File: src/rtl/windowed_nearest_point_select_defines.svh
// Assertion macros shared by the windowed nearest-point select RTL.
`ifndef WINDOWED_NEAREST_POINT_SELECT_DEFINES_SVH
`define WINDOWED_NEAREST_POINT_SELECT_DEFINES_SVH

// Check a consequence in the same cycle as its cause.
`define WNPS_ASSERT_SAME(label, ante, cons, msg) \
  label: assert property (@(posedge clk) disable iff (!rst_n) (ante) |-> (cons)) \
    else $error(msg);

// Check a consequence in the cycle after its cause.
`define WNPS_ASSERT_NEXT(label, ante, cons, msg) \
  label: assert property (@(posedge clk) disable iff (!rst_n) (ante) |=> (cons)) \
    else $error(msg);

`endif

File: src/rtl/wnps_pkg.sv
// Shared constants and types for the windowed nearest-point select.
package wnps_pkg;

  localparam int COORD_BITS_DEF = 16;
  localparam int DIM_W          = 15;
  localparam int KEY_W          = 32;
  localparam int CFG_IDX_W      = 3;
  localparam int QUEUE_DEPTH    = 8;
  localparam int BUSY_W         = 3;

  localparam logic [CFG_IDX_W-1:0] REG_VIEW_WIDTH   = 3'd0;
  localparam logic [CFG_IDX_W-1:0] REG_VIEW_HEIGHT  = 3'd1;
  localparam logic [CFG_IDX_W-1:0] REG_EDGE_MARGIN  = 3'd2;
  localparam logic [CFG_IDX_W-1:0] REG_INCL_SECOND  = 3'd3;
  localparam logic [CFG_IDX_W-1:0] REG_HIT_RADIUS   = 3'd4;
  localparam logic [CFG_IDX_W-1:0] REG_QUERY_X      = 3'd5;
  localparam logic [CFG_IDX_W-1:0] REG_QUERY_Y      = 3'd6;

  typedef struct packed {
    logic last;
    logic vis;
  } wnps_flags_t;

endpackage

File: src/rtl/wnps_front.sv
// Front pipeline: window test and squared distance to the query point.
module wnps_front #(
  parameter int COORD_BITS = wnps_pkg::COORD_BITS_DEF,
  localparam int DIST_W = 2 * COORD_BITS + 1
) (
  input  logic                          clk,
  input  logic                          rst_n,
  input  logic                          in_fire,
  input  logic [COORD_BITS-1:0]         in_x,
  input  logic [COORD_BITS-1:0]         in_y,
  input  logic                          in_sec,
  input  logic [wnps_pkg::KEY_W-1:0]    in_key,
  input  logic                          in_last,
  input  logic [wnps_pkg::DIM_W-1:0]    view_width,
  input  logic [wnps_pkg::DIM_W-1:0]    view_height,
  input  logic [wnps_pkg::DIM_W-1:0]    edge_margin,
  input  logic                          include_secondary,
  input  logic [COORD_BITS-1:0]         query_x,
  input  logic [COORD_BITS-1:0]         query_y,
  output logic                          o_valid,
  output wnps_pkg::wnps_flags_t         o_flags,
  output logic [wnps_pkg::KEY_W-1:0]    o_key,
  output logic [COORD_BITS-1:0]         o_x,
  output logic [COORD_BITS-1:0]         o_y,
  output logic [DIST_W-1:0]             o_dist,
  output logic [wnps_pkg::BUSY_W-1:0]   o_busy
);

  localparam int CMP_W  = ((COORD_BITS > 16) ? COORD_BITS : 16) + 2;
  localparam int DIFF_W = COORD_BITS + 1;
  localparam int MAG_W  = COORD_BITS;
  localparam int SQ_W   = 2 * COORD_BITS;

  logic signed [CMP_W-1:0] px_e, py_e, lo_e, hix_e, hiy_e;
  logic                    vis0;
  logic [DIFF_W-1:0]       dx0, dy0;

  logic                        v1_r, v2_r, v3_r, v4_r;
  wnps_pkg::wnps_flags_t       f1_r, f2_r, f3_r, f4_r;
  logic [wnps_pkg::KEY_W-1:0]  k1_r, k2_r, k3_r, k4_r;
  logic [COORD_BITS-1:0]       x1_r, x2_r, x3_r, x4_r;
  logic [COORD_BITS-1:0]       y1_r, y2_r, y3_r, y4_r;
  logic [DIFF_W-1:0]           dx1_r, dy1_r;
  logic [DIFF_W-1:0]           ax1, ay1;
  logic [MAG_W-1:0]            mx1, my1;
  logic [MAG_W-1:0]            mx2_r, my2_r;
  logic [SQ_W-1:0]             sqx3_r, sqy3_r;
  logic [DIST_W-1:0]           dist4_r;

  // Window bounds, margin included on every side.
  always_comb begin
    px_e  = {{(CMP_W-COORD_BITS){in_x[COORD_BITS-1]}}, in_x};
    py_e  = {{(CMP_W-COORD_BITS){in_y[COORD_BITS-1]}}, in_y};
    lo_e  = -$signed(CMP_W'(edge_margin));
    hix_e = $signed(CMP_W'(view_width) + CMP_W'(edge_margin));
    hiy_e = $signed(CMP_W'(view_height) + CMP_W'(edge_margin));
    vis0  = (include_secondary || !in_sec) &&
            (px_e >= lo_e) && (px_e <= hix_e) && (py_e >= lo_e) && (py_e <= hiy_e);
    dx0   = {in_x[COORD_BITS-1], in_x} - {query_x[COORD_BITS-1], query_x};
    dy0   = {in_y[COORD_BITS-1], in_y} - {query_y[COORD_BITS-1], query_y};
  end

  always_comb begin
    ax1 = dx1_r[DIFF_W-1] ? (~dx1_r + DIFF_W'(1)) : dx1_r;
    ay1 = dy1_r[DIFF_W-1] ? (~dy1_r + DIFF_W'(1)) : dy1_r;
  end

  // Saturate each difference at 2^31 when the coordinate is wide enough to need it.
  generate
    if (COORD_BITS >= 32) begin : g_cap
      assign mx1 = (ax1 > DIFF_W'(64'h8000_0000)) ? MAG_W'(64'h8000_0000) : MAG_W'(ax1);
      assign my1 = (ay1 > DIFF_W'(64'h8000_0000)) ? MAG_W'(64'h8000_0000) : MAG_W'(ay1);
    end else begin : g_nocap
      assign mx1 = MAG_W'(ax1);
      assign my1 = MAG_W'(ay1);
    end
  endgenerate

  always_ff @(posedge clk) begin
    if (!rst_n) begin
      v1_r <= 1'b0;
      v2_r <= 1'b0;
      v3_r <= 1'b0;
      v4_r <= 1'b0;
    end else begin
      v1_r <= in_fire;
      v2_r <= v1_r;
      v3_r <= v2_r;
      v4_r <= v3_r;
    end
    f1_r    <= '{last: in_last, vis: vis0};
    k1_r    <= in_key;
    x1_r    <= in_x;
    y1_r    <= in_y;
    dx1_r   <= dx0;
    dy1_r   <= dy0;
    f2_r    <= f1_r;
    k2_r    <= k1_r;
    x2_r    <= x1_r;
    y2_r    <= y1_r;
    mx2_r   <= mx1;
    my2_r   <= my1;
    f3_r    <= f2_r;
    k3_r    <= k2_r;
    x3_r    <= x2_r;
    y3_r    <= y2_r;
    sqx3_r  <= mx2_r * mx2_r;
    sqy3_r  <= my2_r * my2_r;
    f4_r    <= f3_r;
    k4_r    <= k3_r;
    x4_r    <= x3_r;
    y4_r    <= y3_r;
    dist4_r <= DIST_W'(sqx3_r) + DIST_W'(sqy3_r);
  end

  assign o_valid = v4_r;
  assign o_flags = f4_r;
  assign o_key   = k4_r;
  assign o_x     = x4_r;
  assign o_y     = y4_r;
  assign o_dist  = dist4_r;
  assign o_busy  = wnps_pkg::BUSY_W'(v1_r) + wnps_pkg::BUSY_W'(v2_r) +
                   wnps_pkg::BUSY_W'(v3_r) + wnps_pkg::BUSY_W'(v4_r);

endmodule

File: src/rtl/wnps_queue.sv
// Small register-file queue between the front pipeline and the select stage.
module wnps_queue #(
  parameter int W     = 8,
  parameter int DEPTH = wnps_pkg::QUEUE_DEPTH,
  localparam int CW   = $clog2(DEPTH + 1)
) (
  input  logic          clk,
  input  logic          rst_n,
  input  logic          push,
  input  logic [W-1:0]  wdata,
  input  logic          pop,
  output logic [W-1:0]  rdata,
  output logic          empty,
  output logic [CW-1:0] count
);

  localparam int AW = (DEPTH > 1) ? $clog2(DEPTH) : 1;

  logic [W-1:0]  mem [DEPTH];
  logic [AW-1:0] wr_ptr_r, rd_ptr_r;
  logic [CW-1:0] count_r;

  always_ff @(posedge clk) begin
    if (!rst_n) begin
      wr_ptr_r <= '0;
      rd_ptr_r <= '0;
      count_r  <= '0;
    end else begin
      if (push) begin
        wr_ptr_r <= (wr_ptr_r == AW'(DEPTH - 1)) ? '0 : wr_ptr_r + AW'(1);
      end
      if (pop) begin
        rd_ptr_r <= (rd_ptr_r == AW'(DEPTH - 1)) ? '0 : rd_ptr_r + AW'(1);
      end
      if (push && !pop) begin
        count_r <= count_r + CW'(1);
      end else if (pop && !push) begin
        count_r <= count_r - CW'(1);
      end
    end
  end

  always_ff @(posedge clk) begin
    if (push) begin
      mem[wr_ptr_r] <= wdata;
    end
  end

  assign rdata = mem[rd_ptr_r];
  assign empty = (count_r == '0);
  assign count = count_r;

endmodule

File: src/rtl/wnps_back.sv
// Select stage: nearest-point tracking, scan report and output register.
module wnps_back #(
  parameter int COORD_BITS = wnps_pkg::COORD_BITS_DEF,
  localparam int DIST_W = 2 * COORD_BITS + 1
) (
  input  logic                        clk,
  input  logic                        rst_n,
  input  logic                        q_empty,
  input  wnps_pkg::wnps_flags_t       q_flags,
  input  logic [wnps_pkg::KEY_W-1:0]  q_key,
  input  logic [COORD_BITS-1:0]       q_x,
  input  logic [COORD_BITS-1:0]       q_y,
  input  logic [DIST_W-1:0]           q_dist,
  input  logic [wnps_pkg::DIM_W-1:0]  hit_radius,
  output logic                        q_pop,
  output logic                        out_valid,
  input  logic                        out_ready,
  output logic                        out_visible,
  output logic                        out_last,
  output logic                        out_found,
  output logic [wnps_pkg::KEY_W-1:0]  out_key,
  output logic [COORD_BITS-1:0]       out_x,
  output logic [COORD_BITS-1:0]       out_y
);

  localparam int RSQ_W = 2 * wnps_pkg::DIM_W;
  localparam int LIM_W = (DIST_W > RSQ_W) ? DIST_W : RSQ_W;

  logic [RSQ_W-1:0]            rad_sq_r;
  logic                        have_best_r;
  logic [DIST_W-1:0]           best_dist_r;
  logic [wnps_pkg::KEY_W-1:0]  best_key_r;
  logic [COORD_BITS-1:0]       best_x_r, best_y_r;
  logic                        out_valid_r;
  logic                        out_visible_r, out_last_r, out_found_r;
  logic [wnps_pkg::KEY_W-1:0]  out_key_r;
  logic [COORD_BITS-1:0]       out_x_r, out_y_r;

  logic [LIM_W-1:0]            limit, dq;
  logic                        take, have_nxt, report;
  logic [DIST_W-1:0]           dist_nxt;
  logic [wnps_pkg::KEY_W-1:0]  key_nxt;
  logic [COORD_BITS-1:0]       x_nxt, y_nxt;

  assign q_pop = !q_empty && (!out_valid_r || out_ready);

  // Qualify against the held best, or against the radius when nothing is held.
  always_comb begin
    limit    = have_best_r ? LIM_W'(best_dist_r) : LIM_W'(rad_sq_r);
    dq       = LIM_W'(q_dist);
    take     = q_flags.vis && (dq <= limit) &&
               (!have_best_r || (dq < limit) || (q_key < best_key_r));
    have_nxt = have_best_r || take;
    dist_nxt = take ? q_dist : best_dist_r;
    key_nxt  = take ? q_key  : best_key_r;
    x_nxt    = take ? q_x    : best_x_r;
    y_nxt    = take ? q_y    : best_y_r;
    report   = q_flags.last && have_nxt;
  end

  always_ff @(posedge clk) begin
    rad_sq_r <= hit_radius * hit_radius;
    if (!rst_n) begin
      have_best_r <= 1'b0;
      out_valid_r <= 1'b0;
    end else begin
      if (q_pop) begin
        // Clear the search at the end of each scan.
        have_best_r <= have_nxt && !q_flags.last;
        out_valid_r <= 1'b1;
      end else if (out_ready) begin
        out_valid_r <= 1'b0;
      end
    end
    if (q_pop) begin
      best_dist_r   <= dist_nxt;
      best_key_r    <= key_nxt;
      best_x_r      <= x_nxt;
      best_y_r      <= y_nxt;
      out_visible_r <= q_flags.vis;
      out_last_r    <= q_flags.last;
      out_found_r   <= report;
      out_key_r     <= report ? key_nxt : '0;
      out_x_r       <= report ? x_nxt : '0;
      out_y_r       <= report ? y_nxt : '0;
    end
  end

  assign out_valid   = out_valid_r;
  assign out_visible = out_visible_r;
  assign out_last    = out_last_r;
  assign out_found   = out_found_r;
  assign out_key     = out_key_r;
  assign out_x       = out_x_r;
  assign out_y       = out_y_r;

endmodule

File: src/rtl/windowed_nearest_point_select.sv
// Windowed nearest-point select: top level with configuration registers.
// Streams projected points (signed Q12.4) and answers one result beat per point.
// A point is visible when it survives the secondary-type filter and lies in the
// view rectangle widened by edge_margin, bounds included. Among visible points
// the block holds the one nearest (query_x, query_y) by squared distance, no
// farther than hit_radius; an equal distance goes to the smaller key. The beat
// marked tlast reports the winner in found/best fields and clears the search.
// Rate: one point per clock, sustained, with both sides streaming. An input beat
// passes four stages of the distance pipeline (difference, magnitude, squares,
// sum), then the eight-entry queue and the output register to its result beat.
// The queue grants credit against the four stages in flight, so in_tready falls
// only when the result side has been stalled long enough to fill it.
// Configuration writes are registered and are to be made only while no point is
// in flight; the block itself does not enforce this.
`include "windowed_nearest_point_select_defines.svh"

module windowed_nearest_point_select #(
  parameter int COORD_BITS = wnps_pkg::COORD_BITS_DEF,
  localparam int CFG_W  = (COORD_BITS > wnps_pkg::DIM_W) ? COORD_BITS : wnps_pkg::DIM_W,
  localparam int IN_W   = ((2 * COORD_BITS + wnps_pkg::KEY_W + 7) / 8) * 8,
  localparam int OUT_W  = ((2 * COORD_BITS + wnps_pkg::KEY_W + 7) / 8) * 8
) (
  input  logic                              clk,
  input  logic                              rst_n,
  // Input beat
  input  logic                              in_tvalid,
  output logic                              in_tready,
  input  logic [IN_W-1:0]                   in_tdata,  // point_x, point_y, point_key
  input  logic                              in_tuser,  // is_secondary
  input  logic                              in_tlast,  // last_point
  // Result beat
  output logic                              out_tvalid,
  input  logic                              out_tready,
  output logic [OUT_W-1:0]                  out_tdata, // best_key, best_x, best_y
  output logic [1:0]                        out_tuser, // visible, found
  output logic                              out_tlast, // scan_done
  // Configuration writes
  input  logic                              cfg_we,
  input  logic [wnps_pkg::CFG_IDX_W-1:0]    cfg_index,
  input  logic [CFG_W-1:0]                  cfg_data
);

  localparam int DIST_W = 2 * COORD_BITS + 1;
  localparam int FLG_W  = $bits(wnps_pkg::wnps_flags_t);
  localparam int Q_W    = FLG_W + wnps_pkg::KEY_W + 2 * COORD_BITS + DIST_W;
  localparam int DEPTH  = wnps_pkg::QUEUE_DEPTH;
  localparam int QCNT_W = $clog2(DEPTH + 1);
  localparam int CRED_W = QCNT_W + 1;

  // Configuration registers
  logic [wnps_pkg::DIM_W-1:0] view_width_r, view_height_r, edge_margin_r, hit_radius_r;
  logic                       incl_second_r;
  logic [COORD_BITS-1:0]      query_x_r, query_y_r;

  always_ff @(posedge clk) begin
    if (!rst_n) begin
      view_width_r  <= '0;
      view_height_r <= '0;
      edge_margin_r <= '0;
      incl_second_r <= 1'b1;
      hit_radius_r  <= '0;
      query_x_r     <= '0;
      query_y_r     <= '0;
    end else if (cfg_we) begin
      case (cfg_index)
        wnps_pkg::REG_VIEW_WIDTH:  view_width_r  <= cfg_data[wnps_pkg::DIM_W-1:0];
        wnps_pkg::REG_VIEW_HEIGHT: view_height_r <= cfg_data[wnps_pkg::DIM_W-1:0];
        wnps_pkg::REG_EDGE_MARGIN: edge_margin_r <= cfg_data[wnps_pkg::DIM_W-1:0];
        wnps_pkg::REG_INCL_SECOND: incl_second_r <= cfg_data[0];
        wnps_pkg::REG_HIT_RADIUS:  hit_radius_r  <= cfg_data[wnps_pkg::DIM_W-1:0];
        wnps_pkg::REG_QUERY_X:     query_x_r     <= cfg_data[COORD_BITS-1:0];
        wnps_pkg::REG_QUERY_Y:     query_y_r     <= cfg_data[COORD_BITS-1:0];
        default: ;  // drop writes to unknown indexes
      endcase
    end
  end

  // Front: window test and distance pipeline
  logic                        in_fire;
  logic                        f_valid;
  wnps_pkg::wnps_flags_t       f_flags;
  logic [wnps_pkg::KEY_W-1:0]  f_key;
  logic [COORD_BITS-1:0]       f_x, f_y;
  logic [DIST_W-1:0]           f_dist;
  logic [wnps_pkg::BUSY_W-1:0] f_busy;

  // Queue
  logic [Q_W-1:0]              q_wdata, q_rdata;
  logic                        q_pop, q_empty;
  logic [QCNT_W-1:0]           q_count;
  wnps_pkg::wnps_flags_t       q_flags;
  logic [wnps_pkg::KEY_W-1:0]  q_key;
  logic [COORD_BITS-1:0]       q_x, q_y;
  logic [DIST_W-1:0]           q_dist;

  // Result fields
  logic                        r_visible, r_found;
  logic [wnps_pkg::KEY_W-1:0]  r_key;
  logic [COORD_BITS-1:0]       r_x, r_y;

  // Accept only while every point in flight still has a queue slot waiting.
  assign in_tready = (CRED_W'(q_count) + CRED_W'(f_busy)) < CRED_W'(DEPTH);
  assign in_fire   = in_tvalid && in_tready;

  wnps_front #(.COORD_BITS(COORD_BITS)) u_front (
    .clk               (clk),
    .rst_n             (rst_n),
    .in_fire           (in_fire),
    .in_x              (in_tdata[COORD_BITS-1:0]),
    .in_y              (in_tdata[2*COORD_BITS-1:COORD_BITS]),
    .in_sec            (in_tuser),
    .in_key            (in_tdata[2*COORD_BITS+wnps_pkg::KEY_W-1:2*COORD_BITS]),
    .in_last           (in_tlast),
    .view_width        (view_width_r),
    .view_height       (view_height_r),
    .edge_margin       (edge_margin_r),
    .include_secondary (incl_second_r),
    .query_x           (query_x_r),
    .query_y           (query_y_r),
    .o_valid           (f_valid),
    .o_flags           (f_flags),
    .o_key             (f_key),
    .o_x               (f_x),
    .o_y               (f_y),
    .o_dist            (f_dist),
    .o_busy            (f_busy)
  );

  assign q_wdata = {f_flags, f_key, f_y, f_x, f_dist};

  wnps_queue #(.W(Q_W), .DEPTH(DEPTH)) u_queue (
    .clk   (clk),
    .rst_n (rst_n),
    .push  (f_valid),
    .wdata (q_wdata),
    .pop   (q_pop),
    .rdata (q_rdata),
    .empty (q_empty),
    .count (q_count)
  );

  assign {q_flags, q_key, q_y, q_x, q_dist} = q_rdata;

  wnps_back #(.COORD_BITS(COORD_BITS)) u_back (
    .clk         (clk),
    .rst_n       (rst_n),
    .q_empty     (q_empty),
    .q_flags     (q_flags),
    .q_key       (q_key),
    .q_x         (q_x),
    .q_y         (q_y),
    .q_dist      (q_dist),
    .hit_radius  (hit_radius_r),
    .q_pop       (q_pop),
    .out_valid   (out_tvalid),
    .out_ready   (out_tready),
    .out_visible (r_visible),
    .out_last    (out_tlast),
    .out_found   (r_found),
    .out_key     (r_key),
    .out_x       (r_x),
    .out_y       (r_y)
  );

  assign out_tdata = OUT_W'({r_y, r_x, r_key});
  assign out_tuser = {r_found, r_visible};

  // The credit window must keep the queue from ever overflowing.
  `WNPS_ASSERT_SAME(a_queue_no_overflow, f_valid && !q_pop, q_count < QCNT_W'(DEPTH), "queue overflow")
  // A hit is reported only on the beat that closes a scan.
  `WNPS_ASSERT_SAME(a_found_on_last, out_tvalid && out_tuser[1], out_tlast, "found without scan end")
  // Without a hit the best fields read as zero.
  `WNPS_ASSERT_SAME(a_empty_report_zero, out_tvalid && !out_tuser[1], out_tdata == '0, "stale best fields")
  // An accepted point is held somewhere in the front or the queue on the next cycle.
  `WNPS_ASSERT_NEXT(a_point_in_flight, in_fire, (CRED_W'(q_count) + CRED_W'(f_busy)) != '0, "point lost")

endmodule
File: config.mk
export PLATFORM = sky130hd
export DESIGN_NAME = windowed_nearest_point_select
export DESIGN_NICKNAME = d
export VERILOG_FILES = /design/src/rtl/wnps_pkg.sv /design/src/rtl/wnps_front.sv /design/src/rtl/wnps_queue.sv /design/src/rtl/wnps_back.sv /design/src/rtl/windowed_nearest_point_select.sv
export VERILOG_INCLUDE_DIRS = /design/src /design/src/rtl
export SDC_FILE = /design/constraint.sdc
export NUM_CORES = 2
export LEC_CHECK = 0
export BUFFER_PORTS_ARGS = -buffer_cell sky130_fd_sc_hd__buf_2
export CAP_MARGIN = 40
export CORE_MARGIN = 2
export CORE_UTILIZATION = 55
export CTS_CLUSTER_DIAMETER = 120
export DETAILED_ROUTE_END_ITERATION = 6
export PLACE_DENSITY = 0.82
export SYNTH_ARGS = -nofsm -noshare
export SYNTH_HDL_FRONTEND = slang
export SYNTH_SLANG_ARGS = --single-unit
export TNS_END_PERCENT = 5
File: constraint.sdc
create_clock -name clk -period 8.6 [get_ports clk]
set_input_delay 1.72 -clock clk [delete_from_list [all_inputs] [get_ports clk]]
set_output_delay 1.72 -clock clk [all_outputs]
set_load 0.01 [all_outputs]
* After elaboration in Yosys (flattened, before gate mapping)
Memories as Yosys holds them, arrays and structs flattened. A register that Yosys moved wholly into a read port is not among the register bits.
Index checks and enable logic that the tools add are counted.
W data, S select, Z words.
** Storage, ports and cells
- Bits in writable memories :: 792
- Memories :: 1
- Output and inout bits :: 69
- Register bits after elaboration :: 730
** Memory list
- u_queue.mem :: words 8, width 99, read ports 1, clocked after Yosys merged registers in 1, wr ports 1, RTL line wnps_queue.sv:19 : logic [W-1:0] mem [DEPTH];
** Operators by class
- Equal/unequal tests :: 8
- $lt $le $gt $ge :: 8
- Reductions and logical operators :: 36
- Add/sub/neg operators :: 16
- $mul :: 3
- Muxes and demuxes :: 16
- Bitwise operators :: 2
** Operators by type and width (number)
- $mul A16 B16 Y32 :: 2
- $mux W16 :: 4
- $ge A16 B18 Y1 :: 2
- $le A16 B17 Y1 :: 2
- $sub A16 B16 Y17 :: 2
- $add A32 B32 Y33 :: 1
- $le A33 B33 Y1 :: 1
- $lt A33 B33 Y1 :: 1
- $mux W33 :: 1
- $add A15 B15 Y16 :: 2
- $add A16 B1 Y16 const B :: 2
- $lt A32 B32 Y1 :: 1
- $mux W32 :: 1
- $not A16 Y16 :: 2
- $mul A15 B15 Y30 :: 1
- $neg A15 Y18 :: 1
- $reduce_and A2 Y1 :: 8
- $eq A3 B3 Y1 const B :: 5
- $logic_and A1 B1 Y1 :: 12
- $mux W3 :: 4
- $mux W4 :: 2
- $logic_not A1 Y1 :: 7
- $add A3 B1 Y3 :: 2
- $add A3 B1 Y3 const B :: 2
- 12 further kinds :: 21

* Depth between registers and ports, before layout
- Depth in word-level cells :: 7
- Depth in mapped cells :: 25
- Depth with buffers taken out :: 23

* Modules after synthesis
Synthesis repeated with hierarchy kept, for this count alone.
** Second synthesis, totals
- Cell total of the unflattened synthesis :: 5942
- Area total of the unflattened synthesis :: 78834.4 um^2
** Modules (own cells, without submodules)
- wnps_queue :: sequential area each 24043.1 um^2, cells an instance 1217, instances 1, area each 30752.0 um^2
- wnps_front :: sequential area each 8588.2 um^2, cells an instance 2947, instances 1, area each 29323.1 um^2
- wnps_back :: sequential area each 5545.3 um^2, cells an instance 1443, instances 1, area each 15282.2 um^2
- windowed_nearest_point_select :: sequential area each 1861.8 um^2, cells an instance 335, instances 1, area each 3477.1 um^2

* Worst setup path before layout
No wires, ideal clock.
- Path kind :: reg2reg
- Start :: reg u_front.v4_r, in the netlist u_front.o_valid
- End :: mem u_queue.mem[0][0] (netlist name), enable pin
- Stages on the path, launching flop included :: 3
- Path buffers :: 0
- Setup time :: 0.678 ns
- Period minus slack after synthesis :: 7.900 ns
- Data required time :: 7.922 ns
- Arrival time :: 7.222 ns
- Setup slack :: 0.700 ns
- Cells stage by stage :: dfxtp_1 > nand2b_1 > nor3_1
** On the way
- Longest elaborated chain between the ends :: 2
** Ends and longest elaborated chain
- start: declaration :: RTL line wnps_front.sv:38 : logic v1_r, v2_r, v3_r, v4_r;
- start signal: assignment :: RTL line wnps_front.sv:89 : v4_r <= v3_r;
- $mux W1 :: RTL line wnps_queue.sv:44 : if (push) begin
- $mux W1 (not written as such) :: RTL line wnps_queue.sv:45 : mem[wr_ptr_r] <= wdata;
- end: declaration :: RTL line wnps_queue.sv:19
No other way between the ends.

* Final worst setup path
- Start :: reg hit_radius_r[8] (netlist name)
- End :: reg u_back.rad_sq_r[28]
** On the way
- Longest elaborated chain between the ends :: 1
** Ends and longest elaborated chain
- start: declaration :: RTL line windowed_nearest_point_select.sv:51 : logic [wnps_pkg::DIM_W-1:0] view_width_r, view_height_r, edge_margin_r, hit_radius_r;
- start signal: assignment :: RTL line windowed_nearest_point_select.sv:70 : wnps_pkg::REG_HIT_RADIUS: hit_radius_r <= cfg_data[wnps_pkg::DIM_W-1:0];
- $mul A15 B15 Y30 :: RTL line wnps_back.sv:62 : rad_sq_r <= hit_radius * hit_radius;
- end signal: assignment :: RTL line wnps_back.sv:62
- end: declaration :: RTL line wnps_back.sv:29 : logic [RSQ_W-1:0] rad_sq_r;
No other way between the ends.
A chain may end at the register's enable or synchronous reset.

==> metrics.txt <==
outcome completed; Final Net Count between 7,000 and 8,000; num ports between 150 and 200; largest net degree at the start of global routing 70; Starting Density 0.552; max-cap check violation count 0; Max Slew Vio Count 0; Slew headroom 0.396; Syn Nets 7,135; vias in the first global route 49,400; detailed-router iteration count before antenna repair 5; GRT Util Overall 0.244; # fillers around 10,000; Reg2Reg Depth 21; PortBufs between 150 and 200; Synth Area per Inst 13.1 sq um; FP Rows approximately 140; Area Growth Syn to Fin 10.5%; Final Hold Fails 0; CP most frequent cell fa_1; #FFs+latches synth approximately 1,500; Post-DP Area 0.0823 sq mm; Critical Path RT 9.26 ns; Primary FF master, synth edfxtp_1; CTS clk-pin slew, worst paths 0.06 ns; setup TNS 0 ns; final worst path period need 6.74 ns; critical path class reg2reg; final WL approximately 180,000 um; die area between 0.1 and 0.15 sq mm; worst setup path start hit_radius_r[8]$_SDFFE_PN0P_; dominant cell type by area after synthesis edfxtp_1; top cells by area, synth edfxtp_1 (36%), dfxtp_1 (14%), fa_1 (12%); startpoint types flip-flop; gr ovfl total 0; dpl hpwl about 120,000 um; Clock Path Buffers 3; footprint of the multi-input gates approximately 0.035 sq mm; post-route insts no fill ~8,300; RSZ-0062 raised after global routing no; slowest stage delay, CP 0.76 ns; Least-Margin Pin Slew 0.905 ns; Max Fclk approximately 150 MHz; clk_lat worst skew approximately 0.8 ns; Hold WS ~0.30 ns; CP max-delay cell dfxtp_1; Post-synth EDFFs around 960; Die Y approximately 380 um; GRT met2 Usage 0.412; top-area cell type share of the netlist area 0.363; via count 47,700; Final Setup Violations 0; routing usage on met3 0.0399; TritonCTS clock tree yes; gate count after technology mapping approximately 6,000; H-tree levels 4; GRT Max-Usage Layer met2; clk sinks around 1,500; FF-to-FF Start hit_radius_r[8]$_SDFFE_PN0P_; Mapped Area between 0.07 and 0.08 sq mm; layout cell share with drive strength beyond 1 0.129; drt via density around 5.8; fin crit share 0.784; met1 Usage GRT 0.322; crit path capture type flip-flop; Async SR Flop Fraction 0; Post-CTS Setup Bufs 0; # resized after CTS 0; hold-critical path depth 0; Max Clock Skew around 0.034 ns; worst min path class reg2reg; CTS Buf Count 151; Die Wd ~380 um; CP cell instances nand2_1 > fa_1 > fa_1 > inv_1 > fa_1 > inv_1 > fa_1 > inv_1 > fa_1 > inv_1 > fa_1 > inv_1 > ha_1 > nor3_1 > o2111ai_1 > a41oi_1 > a221oi_1 > a211o_1 > a211oi_1 > a22oi_1 > xor2_1; Syn. warnings 0; first-pass GRT wire length roughly 280,000 um; WL/cell 21.5 um; worst-path fanout max 17; Residual DRC 0; hold_sp u_front.k3_r[9]$_DFF_P_; Inst Count DP around 8,000; Core Area 0.143 sq mm; Seq/Total Area, Yosys 0.506; RD Place Congestion around 0.90; root buf cell clkbuf_16; post-route antenna net violation count 0; Worst EP arrival between 7 and 8 ns; Sequential Area around 0.040 sq mm; cts hold-fix bufs 0; fin area between 0.08 and 0.09 sq mm; initial antenna violation count 6; Distinct cells, synth between 70 and 80; Initial DRC Count about 4,100
-- synthesized netlist by cell type, types with 77 or more instances --
library cell and instances:
and2_1 131, inv_1 882, nand3_1 116, nand2_1 498
ha_1 529, dfxtp_1 566, edfxtp_1 956, a21boi_0 98
xnor2_1 152, o21ai_0 89, mux2i_1 102, nor2_1 138
a21oi_1 155, fa_1 470, a21o_1 77, mux4_2 198
clkbuf_1 144
-- kinds of logic (layout without fill, tap and decap cells) --
family                   Yosys count  after routing  synth area share
flip-flops                      1522           1522             0.506
AO/OA/AOI/OAI                    720            720            0.0645
adder cells (fa/ha/maj)          999            999             0.202
AND/OR/NAND/NOR                 1118           1118            0.0663
XOR/XNOR                         209            209            0.0231
multiplexers                     401            401            0.0849
buffers and inverters           1077           1385            0.0530
other                              0              1                 0
-- metrics by stage --
stage	setup WS, ns	utilization
2_1_floorplan	0.700	-
3_3_place_gp	2.10	0.572
3_5_place_dp	1.96	0.574
4_1_cts	1.88	0.610
5_1_grt	1.53	0.610
6_report	1.86	0.610
-- flip-flops by register name (all words and copies together) (netlist names), 17 cells and up, named ones only --
register            count
u_front.dy1_r          17
u_queue.mem           792
u_front.o_dist         33
u_back.rad_sq_r        29
u_front.k2_r           32
u_front.k3_r           32
u_front.k1_r           32
u_front.o_key          32
u_front.sqy3_r         31
u_back.best_dist_r     33
u_back.best_key_r      32
u_front.dx1_r          17
u_front.sqx3_r         31
u_back.out_key         32
-- placed cells by master (no fill, tap or decap), types with 131 or more instances in the layout --
cell and instances:
nand2_1 498, buf_2 158, ha_1 529, and2_1 131
inv_1 881, a21oi_1 154, dfxtp_1 562, xnor2_1 152
fa_1 470, edfxtp_1 956, mux4_2 198, clkbuf_16 158
-- metal layers --
metal,part of all wire,vias to the layer above
met5,0,-
met4,0.032,0
met3,0.070,371
met2,0.50,1857
met1,0.40,24100
li1,-,21400
-- critical path: cells and delay by family, from the launching register on --
kind,cells,cell delay [ns]
AO/OA/AOI/OAI,6,1.71
XOR/XNOR,1,0.17
adder cells (fa/ha/maj),7,3.30
buffers and inverters,5,0.27
flip-flops,1,0.76
AND/OR/NAND/NOR,2,0.42
-- layout make-up --
class	count	area share
diodes	1	0.0000286
clock buffers	209	0.0498
clock inverters	74	0.00937
inverters	883	0.0379
multi-input cells	3447	0.401
flip-flops and latches	1522	0.458
well taps	1903	0.0272
repair buffers	219	0.0171
-- worst paths after layout --
check | endpoint | slack [ns]
worst max register to register | u_back.rad_sq_r[28]$_DFF_P_ | 1.86
worst min register to register | u_front.o_key[9]$_DFF_P_ | 0.30
worst min-delay path | u_front.o_key[9]$_DFF_P_ | 0.30
worst max-delay path | u_back.rad_sq_r[28]$_DFF_P_ | 1.86
Power is not shown: default switching activity piles up to over one toggle a cycle in this logic, so the estimate is an artifact.
